## config.mk

```make
export PLATFORM = sky130hd
export DESIGN_NAME = zbfw_queue
export DESIGN_NICKNAME = d
export VERILOG_FILES = /design/src/design/zbfw_pkg.sv /design/src/design/zbfw_queue.sv
export SDC_FILE = /design/constraint.sdc
export NUM_CORES = 1
export LEC_CHECK = 0
export BUFFER_PORTS_ARGS = -buffer_cell sky130_fd_sc_hd__buf_2
export CORE_ASPECT_RATIO = 0.7
export CORE_UTILIZATION = 52
export DETAILED_ROUTE_END_ITERATION = 16
export GPL_ROUTABILITY_DRIVEN = 1
export GPL_TIMING_DRIVEN = 1
export PLACE_DENSITY = 0.87
export SLEW_MARGIN = 5
export SYNTH_ARGS = -nofsm -noshare
export SYNTH_HDL_FRONTEND = slang
export SYNTH_SLANG_ARGS = --single-unit
```

## constraint.sdc

```tcl
create_clock -name i_clk -period 5.89 [get_ports i_clk]
set_input_delay 1.178 -clock i_clk [delete_from_list [all_inputs] [get_ports i_clk]]
set_output_delay 1.178 -clock i_clk [all_outputs]
set_load 0.02 [all_outputs]
```

## src/design/zbfw_pkg.sv

```systemverilog
`timescale 1ns / 1ps
// zbfw_pkg: shared constants, codes and types of the z-buffer fragment writer
// no dependencies

package zbfw_pkg;

    localparam int FRAME_PIXELS = 131072;
    localparam int DEPTH_BITS   = 24;
    localparam int ADDR_W       = (FRAME_PIXELS > 1) ? $clog2(FRAME_PIXELS) : 1;
    localparam int COLOR_W      = 32;
    localparam int COORD_W      = 12;
    localparam int DIM_W        = 11;
    localparam int IDX_W        = 2 * DIM_W + 1;
    localparam int CFG_IDX_W    = 3;
    localparam int CFG_DATA_W   = 24;
    localparam int QUEUE_DEPTH  = 2;

    localparam logic [DEPTH_BITS-1:0] MAX_DEPTH    = {1'b0, {(DEPTH_BITS-1){1'b1}}};
    localparam logic [COLOR_W-1:0]    OPAQUE_COLOR = 32'h0000_00ff;
    localparam logic [COLOR_W-1:0]    ALPHA_MASK   = 32'h0000_00ff;

    localparam logic [DIM_W-1:0]      WIDTH_RST = 11'd320;
    localparam logic [DIM_W-1:0]      HEIGHT_RST = 11'd240;
    localparam logic [DEPTH_BITS-1:0] NEAR_RST = '0;
    localparam logic [DEPTH_BITS-1:0] FAR_RST = {1'b0, {(DEPTH_BITS-1){1'b1}}};

    typedef enum logic [1:0] {
        OP_WRITE,
        OP_READ,
        OP_CLEAR,
        OP_NOP
    } t_op;

    typedef enum logic [1:0] {
        ST_DONE,
        ST_OFFSCREEN,
        ST_RANGE,
        ST_ZFAIL
    } t_status;

    typedef enum logic [1:0] {
        CMD_REPLY,
        CMD_READ,
        CMD_CLEAR,
        CMD_WRITE
    } t_cmd;

    typedef enum logic [CFG_IDX_W-1:0] {
        CFG_WIDTH,
        CFG_HEIGHT,
        CFG_CLIP_EN,
        CFG_NEAR,
        CFG_FAR
    } t_cfg_idx;

    typedef enum logic [1:0] {
        BS_CLEAR,
        BS_IDLE,
        BS_LOOK
    } t_bstate;

    typedef struct packed {
        t_cmd                          cmd;
        t_status                       status;
        logic [ADDR_W-1:0]             addr;
        logic signed [DEPTH_BITS-1:0]  depth;
        logic [COLOR_W-1:0]            color;
    } t_entry;

endpackage

```

## src/design/zbfw_queue.sv

```systemverilog
`timescale 1ns / 1ps
// zbfw_queue: short fifo of classified items between front and back
// depends on zbfw_pkg

module zbfw_queue (
    input  logic              i_clk,
    input  logic              i_rst_n,
    input  logic              i_push_valid,
    output logic              o_push_ready,
    input  zbfw_pkg::t_entry  i_push_entry,
    output logic              o_pop_valid,
    input  logic              i_pop,
    output zbfw_pkg::t_entry  o_pop_entry
);
    localparam int QP_W = (zbfw_pkg::QUEUE_DEPTH > 1) ? $clog2(zbfw_pkg::QUEUE_DEPTH) : 1;
    localparam int QC_W = $clog2(zbfw_pkg::QUEUE_DEPTH + 1);

    zbfw_pkg::t_entry  r_slot [zbfw_pkg::QUEUE_DEPTH];
    logic [QP_W-1:0]   r_wp;
    logic [QP_W-1:0]   r_rp;
    logic [QC_W-1:0]   r_cnt;
    logic              push;
    logic              pop;

    assign o_push_ready = (r_cnt != QC_W'(zbfw_pkg::QUEUE_DEPTH));
    assign o_pop_valid  = (r_cnt != '0);
    assign o_pop_entry  = r_slot[r_rp];
    assign push = i_push_valid && o_push_ready;
    assign pop  = i_pop && o_pop_valid;

    always_ff @(posedge i_clk) begin
        if (push) begin
            r_slot[r_wp] <= i_push_entry;
        end
    end

    always_ff @(posedge i_clk) begin
        if (!i_rst_n) begin
            r_wp  <= '0;
            r_rp  <= '0;
            r_cnt <= '0;
        end else begin
            if (push) begin
                r_wp <= (r_wp == QP_W'(zbfw_pkg::QUEUE_DEPTH - 1)) ? '0 : r_wp + 1'b1;
            end
            if (pop) begin
                r_rp <= (r_rp == QP_W'(zbfw_pkg::QUEUE_DEPTH - 1)) ? '0 : r_rp + 1'b1;
            end
            if (push && !pop) begin
                r_cnt <= r_cnt + 1'b1;
            end else if (pop && !push) begin
                r_cnt <= r_cnt - 1'b1;
            end
        end
    end
endmodule

```

# == Yosys cells after proc, flatten, opt, wreduce, memory -nomap -nowiden ==
# Memory sizes are Yosys's and may differ from the RTL's. A register that Yosys moved wholly into a read port is not among the register bits.
# Cells that the tools add are included.
# op_classes
add_sub_neg,4
eq_ne,1
mux,8
reduce_logical,8
# op_table
cell,count
2-to-1 mux 1 bit,6
logical AND 1 bit,4
2-to-1 mux 2 bit,2
nonzero test 2 bit,2
"adder 1 bit, second input constant",2
"adder 2 x 1 -> 2 bit, second input constant",1
zero test 1 bit,2
"inequality test 2 bit, second input constant",1
"subtractor 2 x 1 -> 2 bit, second input constant",1
# word_totals
register_bits,4
ramBits,154
input_bits,81
mem_count,1
# memory_table
memory,depth,word_bits,rd,rd_clocked_by_memory_dff,write_ports,line,source
r_slot,2,77,1,1,1,zbfw_queue.sv:18,zbfw_pkg::t_entry r_slot [zbfw_pkg::QUEUE_DEPTH];

# == Depth between registers and ports, before layout ==
# Gate-level depths: netlist of the first run.
# logic_depth
ltp_word,6
ltp_mapped,6
mapped_depth_nobuf,6

# == Worst setup path after synthesis of the first run ==
# Ideal clock, no wire load.
# synth_timing
path_kind,input -> register
start,in i_push_valid
end,"mem r_slot[1][0] (netlist bit), enable pin"
arrival_time_ns,3.025
required_ns,5.446
path_slack_ns,2.420
path_stages,1
cell_sequence,and3_1
# synth_between
elab_chain_len,3
# synth_lines
element,line,source
"start, declared",zbfw_queue.sv:8,"input logic i_push_valid,"
logical AND 1 bit,zbfw_queue.sv:28,assign push = i_push_valid && o_push_ready;
2-to-1 mux 1 bit,zbfw_queue.sv:32,if (push) begin
2-to-1 mux 1 bit (not written as such),zbfw_queue.sv:33,r_slot[r_wp] <= i_push_entry;
"end, declared",zbfw_queue.sv:18,
# No other way between the ends.

==> results of run 1 <==
-- synthesized netlist by cell type (all sizes together) --
master and number:
xnor2 2, clkbuf 1, a21bo 1, a21boi 2
and2 4, mux2 77, or2 1, edfxtp 154
nand3b 1, buf 8, and3 1, o21ai 2
dfxtp 5, xor2 1, ha 1, nand2b 1
or3 1, inv 1
-- registers in the layout, summed over array words and instances (netlist names), named ones only --
| register | cells |
|---|---|
| r_cnt | 2 |
| r_rp | 1 |
| r_slot | 154 |
| r_wp | 1 |
-- worst min-delay path, delay by kind of cell (launching register included) --
family          cells  cell delay, ns
flops               1            0.37
compound gates      2            0.16
-- layout make-up --
| class | count | share of cell area (%) |
|---|---|---|
| Timing Repair Buffer | 160 | 10.79 |
| Sequential cell | 159 | 63.50 |
| Clock buffer | 18 | 5.764 |
| Inverter | 1 | 0.06722 |
| Clock inverter | 14 | 2.218 |
| Tap cell | 153 | 2.571 |
| Multi-Input combinational cell | 95 | 15.09 |
-- metal layers --
| layer | global-route usage (%) | part of all wire (%) | vias up |
|---|---|---|---|
| li1 | - | - | 1384 |
| met1 | 21.21 | 43 | 1480 |
| met5 | 0 | 0 | - |
| met4 | 6.977 | 0.66 | 0 |
| met3 | 7.189 | 8.1 | 7 |
| met2 | 29.08 | 49 | 132 |
-- through the flow --
step / worst slack, ns / power (mW) / std cells / utilization, %
2_1_floorplan: 2.420 / 2.148 / 264 / -
3_3_place_gp: 2.964 / 2.371 / 568 / 62.00
3_5_place_dp: 2.926 / 2.401 / 568 / 62.00
4_1_cts: 2.499 / 3.499 / 600 / 67.38
5_1_grt: 2.418 / 3.598 / 600 / 67.38
6_report: 2.532 / 3.469 / 600 / 67.38
-- logic make-up after synthesis --
kind of cell             count (synthesis)  synth area share [%]
flip-flops                             159                 79.85
AND/OR/NAND/NOR                          9                 1.100
XOR/XNOR                                 3                0.4441
buffers and inverters                   10                 1.247
adder cells (fa/ha/maj)                  1                0.2114
AO/OA/AOI/OAI                            5                0.5920
multiplexers                            77                 16.56
-- final timing paths --
kind	startpoint	endpoint	slack, ns	cells past startpoint
worst min-delay path	r_cnt[1]	r_cnt[1]	0.57	2
worst min register to register	r_cnt[1]	r_cnt[1]	0.57	2
worst max-delay path	register	o_pop_entry[20]	2.53	2
worst max register to register	r_cnt[0]	r_slot[0][57]	3.69	4
-- where the power goes --
group / switching [mW] / internal, mW
Combinational: 0.442 / 0.385
Clock: 0.435 / 0.667
Sequential: 0.123 / 1.42
==> impl_metrics.tcl, run 1 <==
set metrics [dict create \
    fin_crit_sh_pct 57.01 \
    critPathLaunchType "register" \
    row_count 32 \
    dieWidth_um 129.5 \
    chipHeight_um 91.25 \
    regArea_sq_um 4728 \
    routed_via_density 5.005 \
    worst_slew_pin_slew_ns 1.183 \
    cts_resized 0 \
    syn_inst 264 \
    cts_hold_buf 0 \
    path_delay_family "flip-flops" \
    criticalPathCategory "reg2out" \
    cpPeakStageDelay_ns 1.11 \
    synth_top_area_share_pct 78.16 \
    cts.sinks 159 \
    finalWeightedCongestion 0.7012 \
    final_common_cell "buf_2" \
    final_cell_mix "buf_2, edfxtp_1, mux2_2, mux2_4, clkbuf_16" \
    final.setup.tns_ns 0 \
    critPathBufInv 1 \
    cp.required_ns 4.71 \
    overflow 0 \
    yosys-top-cells-area "edfxtp_1, mux2_2, mux2_4" \
    grt_max_degree 78 \
    drt_pre_antenna_iters 4 \
    synth_fp_nets 346 \
    cts.path.max_buffers 2 \
    cts_buffers 17 \
    hpwl_um 6499 \
    cts_setup_buffers 0 \
    synth_largest_area_cell "edfxtp_1" \
    drive_gt1_share_pct 60.63 \
    yosysWarnings 0 \
    syn_to_final_growth_pct 25.84 \
    clock.fmax_mhz 297.8 \
    synth.avg_cell_area_sq_um 22.41 \
    setup_violations 0 \
    worstPathArrival_ns 2.18 \
    clk_latency_ns 0.41 \
    port_buffers 159 \
    nFillCells 759 \
    antenna_found_initial 0 \
    diodes 0 \
    crit_path_end_kind "output pin" \
    rsz0062_at_grt "false" \
    slew_violations 0 \
    antenna_left 0 \
    cts_tree "yes" \
    multi_input_area_sq_um 1124 \
    num_vias 3003 \
    grt_pass1_vias 3030 \
    start_util_pct 53.54 \
    powerDensity_nw_per_um2 465.9 \
    finClkSkew_ns 0.008414 \
    hold_class "reg2reg" \
    critPathSlowestCell "dfxtp_4" \
    max_slew_margin_pct 21.16 \
    grt_pass1_wl_um 15150 \
    avgRoutedWirePerCell_um 17.12 \
    cts-root-buf "clkbuf_16" \
    outcome "completed" \
    hold_violations 0 \
    cts_max_level 4 \
    path_clk_slew_ns 0.06 \
    period_needed_ns 3.358 \
    path_cells "mux2_2 -> buf_2" \
    synth_cell_types 22 \
    die_area_sq_um 11820 \
    vdd_drop_max_uv 332.7 \
    cap_violations 0 \
    fin_area_sq_um 7446 \
    cp_max_fo 77 \
    hold_ws_ns 0.5748 \
    coreArea_sq_um 11050 \
    grtUsageTotal_pct 17.85 \
    placed_cell_area_sq_um 6852 \
    io_pins 160 \
    seq_area_frac_synth_pct 79.85 \
    remaining_drc_errors 0 \
    leakage_nw 2.839 \
    drt_iter0_drc 169 \
    fin_nets 516 \
    ys_ff_latch 159 \
    routed_wl_um 10270 \
    synth_area_sq_um 5917 \
]
No activity file was read; power rests on OpenSTA's default activity.
==> run 2: changes to the inputs <==
--- a/config.mk
+++ b/config.mk
@@ -7,11 +7,11 @@
 export LEC_CHECK = 0
 export BUFFER_PORTS_ARGS = -buffer_cell sky130_fd_sc_hd__buf_2
 export CORE_ASPECT_RATIO = 0.7
-export CORE_UTILIZATION = 52
+export CORE_UTILIZATION = 47
 export DETAILED_ROUTE_END_ITERATION = 16
 export GPL_ROUTABILITY_DRIVEN = 1
 export GPL_TIMING_DRIVEN = 1
-export PLACE_DENSITY = 0.87
+export PLACE_DENSITY = 0.84
 export SLEW_MARGIN = 5
 export SYNTH_ARGS = -nofsm -noshare
 export SYNTH_HDL_FRONTEND = slang
==> constraint.sdc (replaced) <==
create_clock -name i_clk -period 3 [get_ports i_clk]
set_input_delay 0.6 -clock i_clk [delete_from_list [all_inputs] [get_ports i_clk]]
set_output_delay 0.6 -clock i_clk [all_outputs]
set_load 0.02 [all_outputs]
==> run 2 against run 1 <==
  * Combinational power increased by 110%
  * Worst setup slack got worse by 2.1 ns
  * Wire length grew 3.2%
  * Final area rose by 0.67%
  * Clock skew decreased by 0.0026 ns
  * Final cell count rose by 1.3%
  * First-iteration DRC count is 2.4% higher
  * Critical path type unchanged
  * Critical endpoint is now o_pop_entry[7]
==> impl_metrics.tcl, run 2 (synthesis gave the netlist of run 1 again) <==
set metrics [dict create \
    crit_path_end_kind "output pin" \
    remaining_drc_errors 0 \
    hold_class "in2reg" \
    path_delay_family "flip-flops" \
    diodes 0 \
    die_area_sq_um 13050 \
    overflow 0 \
    cp_max_fo 33 \
    cts.sinks 159 \
    critPathSlowestCell "dfxtp_4" \
    critPathLaunchType "register" \
    cp.required_ns 2.40 \
    avgRoutedWirePerCell_um 17.43 \
    final_common_cell "buf_2" \
    power_mw 6.755 \
    path_clk_slew_ns 0.06 \
    finish.utilization_pct 62.60 \
    grtUsageTotal_pct 16.99 \
    port_buffers 159 \
    cts_hold_buf 0 \
    routed_wl_um 10600 \
    routed_via_density 4.919 \
    highest_layer "met4" \
    cts.path.max_buffers 2 \
    drive_gt1_share_pct 61.20 \
    regMostFlops "r_slot" \
    vdd_drop_max_uv 600.5 \
    final_cell_mix "buf_2, edfxtp_1, mux2_2, mux2_4, clkbuf_16" \
    coreArea_sq_um 11970 \
    slew_violations 0 \
    dieWidth_um 136.1 \
    drt_pre_antenna_iters 4 \
    hpwl_um 7099 \
    largest_reg_flops 154 \
    fin_crit_sh_pct 84.05 \
    max_slew_margin_pct 61.51 \
    rsz0062_at_grt "false" \
    io_pins 160 \
    leakage_nw 2.854 \
    row_count 33 \
    criticalPathCategory "reg2out" \
    start_util_pct 49.41 \
    grt_max_degree 43 \
    fin_nets 520 \
    cts_buffers 17 \
    clk_latency_ns 0.41 \
    cap_violations 0 \
    worst_slew_pin_slew_ns 0.5766 \
    cts_max_level 4 \
    critPathBufInv 2 \
    worstHoldStart "i_push_entry[2]" \
    wl_met3_um 796 \
    period_needed_ns 2.521 \
    worstPathArrival_ns 1.92 \
    grt_pass1_vias 3120 \
    reg2reg_from "r_cnt[0]" \
    cts_tree "yes" \
    finalWeightedCongestion 0.7839 \
    powerDensity_nw_per_um2 901.2 \
    pre_cts_slack_ns 0.8812 \
    final.setup.tns_ns 0 \
    clock.fmax_mhz 396.6 \
    reg_top3 "r_slot (154), r_cnt (2)" \
    cts-root-buf "clkbuf_16" \
    wl_met2_um 5108 \
    wl_met1_um 4594 \
    hold_violations 0 \
    path_cells "buf_4 -> mux2_2 -> buf_2" \
    drt_iter0_drc 173 \
    setup_violations 0 \
    antenna_left 0 \
    num_vias 2991 \
    antenna_found_initial 0 \
    syn_to_final_growth_pct 26.69 \
    grt_pass1_wl_um 15810 \
    chipHeight_um 95.88 \
    setup_slack_ns 0.4786 \
    cts_setup_buffers 0 \
    outcome "completed" \
    cpPeakStageDelay_ns 0.64 \
    cts_resized 0 \
    finClkSkew_ns 0.005764 \
]
-- run 2: path summary, 6_finish.rpt --
path | slack [ns] | depth (start not counted) | to
max reg2reg | 1.14 | 4 | r_slot[0][57]
min reg2reg | 0.58 | 2 | register
max | 0.48 | 3 | o_pop_entry[7]
min | 0.38 | 1 | r_slot[1][2]
-- run 2: cell type report --
class / instances / area (sq um)
inverter: 1 / 5.005
tap: 157 / 196.4
clock buffer: 18 / 429.2
timing repair buffer: 164 / 870.8
sequential: 159 / 4728
clock inverter: 14 / 142.6
fill: 854 / 4478
multi-input combinational: 95 / 1124
-- run 2: metrics by stage --
stage	std cells	instance area, sq um	hold slack (ns)
2_1_floorplan	264	5917	0.5124
3_3_place_gp	576	6924	0.5284
3_5_place_dp	576	6924	0.5734
4_1_cts	608	7496	0.3548
5_1_grt	608	7496	0.3499
6_report	608	7496	0.3758
-- run 2: power breakdown --
part	leakage, nW	total [mW]	switching [mW]	internal (mW)
Combinational	1.11	1.77	0.991	0.782
Clock	0.268	2.06	0.840	1.22
Sequential	1.48	2.92	0.141	2.78
Total	2.85	6.76	1.97	4.78
-- run 2: metal layers --
metal	vias to the layer above	track usage, %
met4	0	6.944
li1	1394	-
met3	10	5.371
met2	126	29.19
met1	1461	19.95
met5	-	0
-- run 2: worst register-to-register path, stage by stage, from the launching register on --
cell and delay [ns]:
dfxtp_1 0.36, nand2b_4 0.18, nand3b_1 0.14, clkinv_2 0.48, buf_4 0.43
