--- src/design/zbfw_pkg.sv ---
`timescale 1ns / 1ps
// zbfw_pkg: shared constants, codes and types of the z-buffer fragment writer
// no dependencies

package zbfw_pkg;

    localparam int FRAME_PIXELS = 131072;
    localparam int DEPTH_BITS   = 24;
    localparam int ADDR_W       = (FRAME_PIXELS > 1) ? $clog2(FRAME_PIXELS) : 1;
    localparam int COLOR_W      = 32;
    localparam int COORD_W      = 12;
    localparam int DIM_W        = 11;
    localparam int IDX_W        = 2 * DIM_W + 1;
    localparam int CFG_IDX_W    = 3;
    localparam int CFG_DATA_W   = 24;
    localparam int QUEUE_DEPTH  = 2;

    localparam logic [DEPTH_BITS-1:0] MAX_DEPTH    = {1'b0, {(DEPTH_BITS-1){1'b1}}};
    localparam logic [COLOR_W-1:0]    OPAQUE_COLOR = 32'h0000_00ff;
    localparam logic [COLOR_W-1:0]    ALPHA_MASK   = 32'h0000_00ff;

    localparam logic [DIM_W-1:0]      WIDTH_RST = 11'd320;
    localparam logic [DIM_W-1:0]      HEIGHT_RST = 11'd240;
    localparam logic [DEPTH_BITS-1:0] NEAR_RST = '0;
    localparam logic [DEPTH_BITS-1:0] FAR_RST = {1'b0, {(DEPTH_BITS-1){1'b1}}};

    typedef enum logic [1:0] {
        OP_WRITE,
        OP_READ,
        OP_CLEAR,
        OP_NOP
    } t_op;

    typedef enum logic [1:0] {
        ST_DONE,
        ST_OFFSCREEN,
        ST_RANGE,
        ST_ZFAIL
    } t_status;

    typedef enum logic [1:0] {
        CMD_REPLY,
        CMD_READ,
        CMD_CLEAR,
        CMD_WRITE
    } t_cmd;

    typedef enum logic [CFG_IDX_W-1:0] {
        CFG_WIDTH,
        CFG_HEIGHT,
        CFG_CLIP_EN,
        CFG_NEAR,
        CFG_FAR
    } t_cfg_idx;

    typedef enum logic [1:0] {
        BS_CLEAR,
        BS_IDLE,
        BS_LOOK
    } t_bstate;

    typedef struct packed {
        t_cmd                          cmd;
        t_status                       status;
        logic [ADDR_W-1:0]             addr;
        logic signed [DEPTH_BITS-1:0]  depth;
        logic [COLOR_W-1:0]            color;
    } t_entry;

endpackage

--- src/design/zbfw_in_if.sv ---
`timescale 1ns / 1ps
// zbfw_in_if: fragment channel, valid/ready with the fragment payload
// depends on zbfw_pkg

interface zbfw_in_if;
    logic                                    valid;
    logic                                    ready;
    logic [1:0]                              op;
    logic signed [zbfw_pkg::COORD_W-1:0]     pixel_x;
    logic signed [zbfw_pkg::COORD_W-1:0]     pixel_y;
    logic signed [zbfw_pkg::DEPTH_BITS-1:0]  depth;
    logic [zbfw_pkg::COLOR_W-1:0]            frag_color;

    modport source (output valid, op, pixel_x, pixel_y, depth, frag_color, input ready);
    modport sink (input valid, op, pixel_x, pixel_y, depth, frag_color, output ready);
endinterface

--- src/design/zbfw_front.sv ---
`timescale 1ns / 1ps
// zbfw_front: configuration registers, fragment intake and classification
// depends on zbfw_pkg, zbfw_in_if

module zbfw_front (
    input  logic                                i_clk,
    input  logic                                i_rst_n,
    input  logic                                i_cfg_we,
    input  logic [zbfw_pkg::CFG_IDX_W-1:0]      i_cfg_idx,
    input  logic [zbfw_pkg::CFG_DATA_W-1:0]     i_cfg_data,
    input  logic                                i_clearing,
    input  logic                                i_push_ready,
    output logic                                o_push_valid,
    output zbfw_pkg::t_entry                    o_push_entry,
    zbfw_in_if.sink                             i_frag
);
    logic [zbfw_pkg::DIM_W-1:0]              r_width;
    logic [zbfw_pkg::DIM_W-1:0]              r_height;
    logic                                    r_clip_en;
    logic signed [zbfw_pkg::DEPTH_BITS-1:0]  r_near;
    logic signed [zbfw_pkg::DEPTH_BITS-1:0]  r_far;

    logic [zbfw_pkg::DIM_W-1:0]  x_u;
    logic [zbfw_pkg::DIM_W-1:0]  y_u;
    logic [zbfw_pkg::IDX_W-1:0]  lin;
    logic                        onscreen;
    logic                        range_bad;

    always_ff @(posedge i_clk) begin
        if (!i_rst_n) begin
            r_width   <= zbfw_pkg::WIDTH_RST;
            r_height  <= zbfw_pkg::HEIGHT_RST;
            r_clip_en <= 1'b0;
            r_near    <= zbfw_pkg::NEAR_RST;
            r_far     <= zbfw_pkg::FAR_RST;
        end else if (i_cfg_we) begin
            case (zbfw_pkg::t_cfg_idx'(i_cfg_idx))
                zbfw_pkg::CFG_WIDTH:   r_width   <= i_cfg_data[zbfw_pkg::DIM_W-1:0];
                zbfw_pkg::CFG_HEIGHT:  r_height  <= i_cfg_data[zbfw_pkg::DIM_W-1:0];
                zbfw_pkg::CFG_CLIP_EN: r_clip_en <= i_cfg_data[0];
                zbfw_pkg::CFG_NEAR:    r_near    <= i_cfg_data[zbfw_pkg::DEPTH_BITS-1:0];
                zbfw_pkg::CFG_FAR:     r_far     <= i_cfg_data[zbfw_pkg::DEPTH_BITS-1:0];
                default: begin
                end
            endcase
        end
    end

    assign x_u = i_frag.pixel_x[zbfw_pkg::DIM_W-1:0];
    assign y_u = i_frag.pixel_y[zbfw_pkg::DIM_W-1:0];
    assign lin = zbfw_pkg::IDX_W'(y_u) * zbfw_pkg::IDX_W'(r_width)
               + zbfw_pkg::IDX_W'(x_u);

    assign onscreen = !i_frag.pixel_x[zbfw_pkg::COORD_W-1]
                   && !i_frag.pixel_y[zbfw_pkg::COORD_W-1]
                   && (x_u < r_width) && (y_u < r_height)
                   && (lin < zbfw_pkg::IDX_W'(zbfw_pkg::FRAME_PIXELS));

    assign range_bad = r_clip_en && ((i_frag.depth <= r_near) || (i_frag.depth > r_far));

    always_comb begin
        o_push_entry.addr   = lin[zbfw_pkg::ADDR_W-1:0];
        o_push_entry.depth  = i_frag.depth;
        o_push_entry.color  = i_frag.frag_color | zbfw_pkg::ALPHA_MASK;
        o_push_entry.cmd    = zbfw_pkg::CMD_REPLY;
        o_push_entry.status = zbfw_pkg::ST_DONE;
        if (zbfw_pkg::t_op'(i_frag.op) == zbfw_pkg::OP_NOP) begin
            o_push_entry.cmd = zbfw_pkg::CMD_REPLY;
        end else if (!onscreen) begin
            o_push_entry.status = zbfw_pkg::ST_OFFSCREEN;
        end else begin
            case (zbfw_pkg::t_op'(i_frag.op))
                zbfw_pkg::OP_READ:  o_push_entry.cmd = zbfw_pkg::CMD_READ;
                zbfw_pkg::OP_CLEAR: o_push_entry.cmd = zbfw_pkg::CMD_CLEAR;
                zbfw_pkg::OP_WRITE: begin
                    if (range_bad) begin
                        o_push_entry.status = zbfw_pkg::ST_RANGE;
                    end else begin
                        o_push_entry.cmd = zbfw_pkg::CMD_WRITE;
                    end
                end
                default: o_push_entry.cmd = zbfw_pkg::CMD_REPLY;
            endcase
        end
    end

    assign i_frag.ready = i_push_ready && !i_clearing;
    assign o_push_valid = i_frag.valid && i_push_ready && !i_clearing;
endmodule

--- src/flat_wrapper.sv ---
// flat-port wrapper written by rule: the top's interface ports become plain ports
module zbfw_front_flat 
  (i_clk, i_rst_n, i_cfg_we, i_cfg_idx, i_cfg_data, i_clearing, i_push_ready, o_push_valid, o_push_entry, i_frag_valid, i_frag_op, i_frag_pixel_x, i_frag_pixel_y, i_frag_depth, i_frag_frag_color, i_frag_ready);
  zbfw_in_if i_frag_i ();
  input  logic i_clk;
  input  logic i_rst_n;
  input  logic i_cfg_we;
  input  logic [zbfw_pkg::CFG_IDX_W-1:0] i_cfg_idx;
  input  logic [zbfw_pkg::CFG_DATA_W-1:0] i_cfg_data;
  input  logic i_clearing;
  input  logic i_push_ready;
  output logic o_push_valid;
  output zbfw_pkg::t_entry o_push_entry;
  input wire logic [$bits(i_frag_i.valid)-1:0] i_frag_valid;
  input wire logic [$bits(i_frag_i.op)-1:0] i_frag_op;
  input wire logic [$bits(i_frag_i.pixel_x)-1:0] i_frag_pixel_x;
  input wire logic [$bits(i_frag_i.pixel_y)-1:0] i_frag_pixel_y;
  input wire logic [$bits(i_frag_i.depth)-1:0] i_frag_depth;
  input wire logic [$bits(i_frag_i.frag_color)-1:0] i_frag_frag_color;
  output wire logic [$bits(i_frag_i.ready)-1:0] i_frag_ready;
  assign i_frag_i.valid = i_frag_valid;
  assign i_frag_i.op = i_frag_op;
  assign i_frag_i.pixel_x = i_frag_pixel_x;
  assign i_frag_i.pixel_y = i_frag_pixel_y;
  assign i_frag_i.depth = i_frag_depth;
  assign i_frag_i.frag_color = i_frag_frag_color;
  assign i_frag_ready = i_frag_i.ready;
  zbfw_front u_core (.i_clk(i_clk), .i_rst_n(i_rst_n), .i_cfg_we(i_cfg_we), .i_cfg_idx(i_cfg_idx), .i_cfg_data(i_cfg_data), .i_clearing(i_clearing), .i_push_ready(i_push_ready), .o_push_valid(o_push_valid), .o_push_entry(o_push_entry), .i_frag(i_frag_i));
endmodule
--- config.mk ---
export PLATFORM = sky130hd
export DESIGN_NAME = zbfw_front_flat
export DESIGN_NICKNAME = d
export VERILOG_FILES = /design/src/design/zbfw_pkg.sv /design/src/design/zbfw_in_if.sv /design/src/design/zbfw_front.sv /design/src/flat_wrapper.sv
export SDC_FILE = /design/constraint.sdc
export NUM_CORES = 1
export LEC_CHECK = 0
export BUFFER_PORTS_ARGS = -buffer_cell sky130_fd_sc_hd__buf_2
export CORE_ASPECT_RATIO = 2
export CORE_MARGIN = 5
export CORE_UTILIZATION = 55
export DETAILED_ROUTE_END_ITERATION = 10
export MAX_ROUTING_LAYER = met4
export PLACE_DENSITY = 0.89
export SLEW_MARGIN = 15
export SYNTH_ARGS = -nofsm -noshare
export SYNTH_HDL_FRONTEND = slang
export SYNTH_SLANG_ARGS = --single-unit
--- constraint.sdc ---
create_clock -name i_clk -period 9.18 [get_ports i_clk]
set_input_delay 1.836 -clock i_clk [delete_from_list [all_inputs] [get_ports i_clk]]
set_output_delay 1.836 -clock i_clk [all_outputs]
set_load 0.1 [all_outputs]
* Yosys cells after proc, flatten, opt, wreduce, memory -nomap -nowiden *
Cells that the tools add are included.

word-level totals
  output and inout port bits = 79
  flip-flop bits (word level) = 71
  input port bits = 115
  word-level logic and storage cells = 46

operators by class
  order comparisons = 5
  $add $sub $neg = 1
  equality and inequality tests = 7
  multiply operators = 1
  muxes and demuxes = 8
  reduce and logical (&&, ||, !) cells = 19

operator list
  operator                                                                number
  24-bit greater-than comparator                                          1
  24-bit <= comparator                                                    1
  22-bit by 11-bit adder with 23-bit output                               1
  23-bit by 18-bit < comparator with 1-bit output, second input constant  1
  11-bit < comparator                                                     2
  11-bit by 11-bit multiplier with 22-bit output                          1
  2-bit two-way mux                                                       7
  2-bit AND reduction                                                     5
  1-bit logical AND                                                       8
  3-bit by 2-bit == test with 1-bit output, second input constant         2
  2-bit one-hot mux with 3 select lines                                   1
  2-bit == test, second input constant                                    2
  3-bit by 1-bit == test with 1-bit output, second input constant         1
  3-bit == test, second input constant                                    1
  1-bit zero test                                                         3
  3-bit zero test                                                         1
  2-bit by 1-bit == test with 1-bit output, second input constant         1
  2-bit zero test                                                         1
  1-bit logical OR                                                        1

* Longest topological paths before layout *
  word-level depth = 7
  gate-level depth with buffers = 22

* Least setup slack after synthesis *
No wires, ideal clock.

  kind = input-to-output
  start point = input port i_frag_pixel_y[8]
  end point = output port o_push_entry[74] (netlist name)
  stages on the path = 20
  arrival = 8776 ps
  required time = 7344 ps
  slack = -1432 ps
  path through = clkbuf_1 -> nand2_1 -> fa_1 -> inv_1 -> fa_1 -> fa_1 -> fa_1 -> inv_1 -> fa_1 -> inv_1 -> ha_1 -> buf_6 -> a21oi_2 -> o21ai_1 -> a221oi_2 -> o21ai_1 -> mux2_4 -> nor4_4 -> nand4_2 -> nor3b_1

RTL lines
  what         RTL line            text
  from (decl)  flat_wrapper.sv:17  input wire logic [$bits(i_frag_i.pixel_y)-1:0] i_frag_pixel_y;
  to (decl)    flat_wrapper.sv:13  output zbfw_pkg::t_entry o_push_entry;

==> results.py <==
metrics = {
    "logic_synthesis": {
        "async_reset_ff_frac": 0,
        "avgSynthCellArea_um2": 8.13,
        "syn_area_mm2": 0.00927,
        "synth.area.top_cells": "fa_1 20%, ha_1 18%, dfxtp_1 15%, nand2_1 8.5%, inv_1 8.1%",
        "yosysWarnings": 0,
        "yosysTopAreaCell": "fa_1",
        "synthCells": 1141,
        "synth_edf_count": 0,
        "synth_top_area_share": 0.199,
        "ys_types": 57,
        "ys.flop_type": "dfxtp_1",
        "ys_ff_latch": 71,
        "seq_area_frac_synth": 0.153,
    },
    "power_and_ir_drop": {
        "p_per_area_mw_per_mm2": 161,
        "pwr-share-seq": 0.198,
        "power_switching_share": 0.516,
        "cellLeakagePower_uw": 0.00498,
        "internal_power_uw": 793,
        "ir_drop_v": 0.000195,
        "clkPwrFrac": 0.213,
        "combinationalPowerShare": 0.589,
        "power_switching_uw": 846,
    },
    "clock_tree": {
        "cts-root-buf": "clkbuf_16",
        "cts_tree": "built",
        "cts_buffers": 9,
        "clock_latency_ps": 330,
        "postCtsSetupRepairBufs": 0,
        "clock_sink_count": 71,
        "clk_path_buf_depth": 2,
        "clk_pin_slew_worst_paths_ps": 50,
        "h-tree-depth": 3,
        "cts_hold_buf": 0,
    },
    "worst_setup_path": {
        "cp-endpoint": "o_push_entry[74]",
        "crit_path_frequent_cell": "fa_1",
        "start_kind": "input port",
        "worst_r2r_startpoint": "u_core.r_width[7]",
        "cp_num_buf_inv": 4,
        "cp_top_family": "adder cells",
        "worstPathArrival_ps": 7160,
        "regToRegSetupSlack_ps": 8120,
        "path_depth": 19,
        "cpPeakStageDelay_ps": 610,
        "cp.required_ps": 7340,
        "reg2reg_depth": 2,
        "slowest_stage": "fa_1",
        "regToRegEndpoint": "u_core.r_width[7]",
        "path_cells": "clkbuf_4 -> and2_1 -> fa_1 -> fa_1 -> fa_1 -> fa_1 -> inv_1 -> fa_1 -> inv_1 -> ha_4 -> a21oi_2 -> o21ai_1 -> a221oi_2 -> o21ai_1 -> mux2_4 -> nor4_4 -> nand4_4 -> nor3b_4 -> buf_12",
        "startpoint": "i_frag_pixel_y[3]",
        "crit_path_max_fanout": 12,
        "worstSetupEndpointType": "output pin",
        "critical_path_class": "in2out",
    },
    "drt": {
        "ant_nets": 0,
        "via_per_inst": 5.64,
        "via_count": 7936,
        "drt_iter0_drc": 344,
        "totalWireLength_um": 24100,
        "wire_per_inst_um": 17.1,
        "drc": 0,
        "dr.pass1.iters": 5,
    },
    "place": {
        "gp_congestion": 0.927,
        "portBuffers": 129,
        "dp_slack_ps": 32.5,
        "dpl.hpwl_um": 19600,
        "placed_area_mm2": 0.00976,
    },
    "final_layout": {
        "final_nets": 1532,
        "stdcell_area_mm2": 0.0102,
        "layout-drive-gt1-share": 0.150,
        "final_common_cell": "nand2_1",
        "final_cell_mix": "209 x nand2_1, 200 x inv_1, 126 x ha_1",
        "area_growth_pct": 9.57,
    },
    "sta": {
        "final.period_utilization": 0.980,
        "setup_slack_ps": 182,
        "fin_crit_ps": 9000,
        "clock.fmax_mhz": 111,
        "slew-limit-headroom": 0.263,
        "setup_viol": 0,
        "drv_slew": 0,
        "worstMarginPinSlew_ps": 1100,
        "finClkSkew_ps": 0,
        "final-hold-violation-count": 0,
        "grt_setup_unrepaired": "no",
    },
    "grt": {
        "grt_usage": 0.259,
        "grt_max_degree": 72,
        "grt_overflow": 0,
        "grt_pass1_wl_um": 39400,
        "grt_pass1_vias": 8771,
        "antenna_found_initial": 2,
    },
    "worst_hold_path": {
        "whs_path_depth": 2,
        "min_from": "u_core.r_height[9]",
        "hp-class": "reg2reg",
    },
    "floorplan": {
        "design.core.area_mm2": 0.0167,
        "start_util": 0.556,
        "die_h_um": 194,
        "fp-row-count": 67,
        "die_w_um": 102,
        "pin_count": 194,
        "die_area_mm2": 0.0197,
    },
    "flow_run": {
        "drv_cap": 0,
    },
    "status": {
        "outcome": "finished clean",
    },
}
[per-layer routing]
layer	share of wire	global-route usage	wire length (um)
met5	0	-	0
met4	0.091	0.202	2200
met3	0.047	0.0320	1120
met2	0.55	0.477	13300
met1	0.31	0.224	7450
[final cells by class]
cell class	instances	area (um^2)
inverters	201	754
diodes	2	5.00
fillers	1399	6520
clock buffers	12	256
multi-input cells	772	6630
repair buffers	139	786
flip-flops and latches	71	1420
clock inverters	3	42.5
well taps	207	259
[timing repair]
action / CTS / global route
resized for setup: 0 / 29
endpoints found under the hold margin: 0 / 0
setup endpoints to repair: 0 / 4
[state kept, by name, indices dropped and copies added (netlist names)]
signal / cells
u_core.r_far: 24
u_core.r_height: 11
u_core.r_width: 11
u_core.r_near: 24
u_core.r_clip_en: 1
[cells in the mapped netlist, drive strengths merged (3+ instances only)]
library cell,number
dfxtp,71
nand3,15
xnor2,13
nand2b,6
nor4,3
nor3,4
o31ai,3
nor3b,4
inv,201
a21o,8
nor2b,7
o21a,3
and3,4
o21ai,17
fa,92
a31oi,4
nor2,18
and4,3
nand4,19
buf,59
a2111oi,4
and2,54
ha,131
clkbuf,45
o211ai,31
nand2,209
a21oi,44
a21boi,45
[stage by stage]
step / total power [uW] / hold slack [ps] / setup TNS [ps] / instances / util
6_report: 1640 / 464 / 0 / 1407 / 0.609
5_1_grt: 1730 / 487 / 0 / 1407 / 0.609
4_1_cts: 1620 / 469 / 0 / 1405 / 0.603
3_5_place_dp: 1270 / 462 / 0 / 1390 / 0.585
3_3_place_gp: 1250 / 454 / 0 / 1390 / 0.585
2_1_floorplan: 1150 / 443 / -380 / 1148 / -
[kinds of logic (layout without fill, tap and decap cells)]
family                   Yosys count  in the layout  share of synthesized area
AO/OA/AOI/OAI                    172            172                      0.128
XOR/XNOR                          15             15                     0.0142
adder cells (fa/ha/maj)          223            223                      0.375
buffers and inverters            305            355                      0.147
flip-flops                        71             71                      0.153
multiplexers                       2              2                    0.00270
other                              1             10                   0.000404
AND/OR/NAND/NOR                  352            352                      0.178
[worst min-delay path by stage]
stage / endpoint / slack [ps]
2_1_floorplan: u_core.r_far[23] / 440
3_3_place_gp: u_core.r_near[10] / 450
3_5_place_dp: u_core.r_height[9] / 460
4_1_cts: u_core.r_height[9] / 470
5_1_grt: u_core.r_near[17] / 490
6_report: u_core.r_height[9] / 460
[power by group through the flow]
stage / combinational (uW) / clock (uW) / sequential [uW]
final: 965 / 349 / 324
after CTS: 941 / 353 / 324
after floorplan: 820 / 0 / 326
after global routing: 1040 / 366 / 325
after global placement: 917 / 0 / 330
after detailed placement: 935 / 0 / 330
[tightest hold or removal path, cell delays in order, from the launching register on]
cell and delay [ps]:
dfxtp_1 300, nand2_1 50, a21boi_0 60
Power figures use the tool's default switching activity.
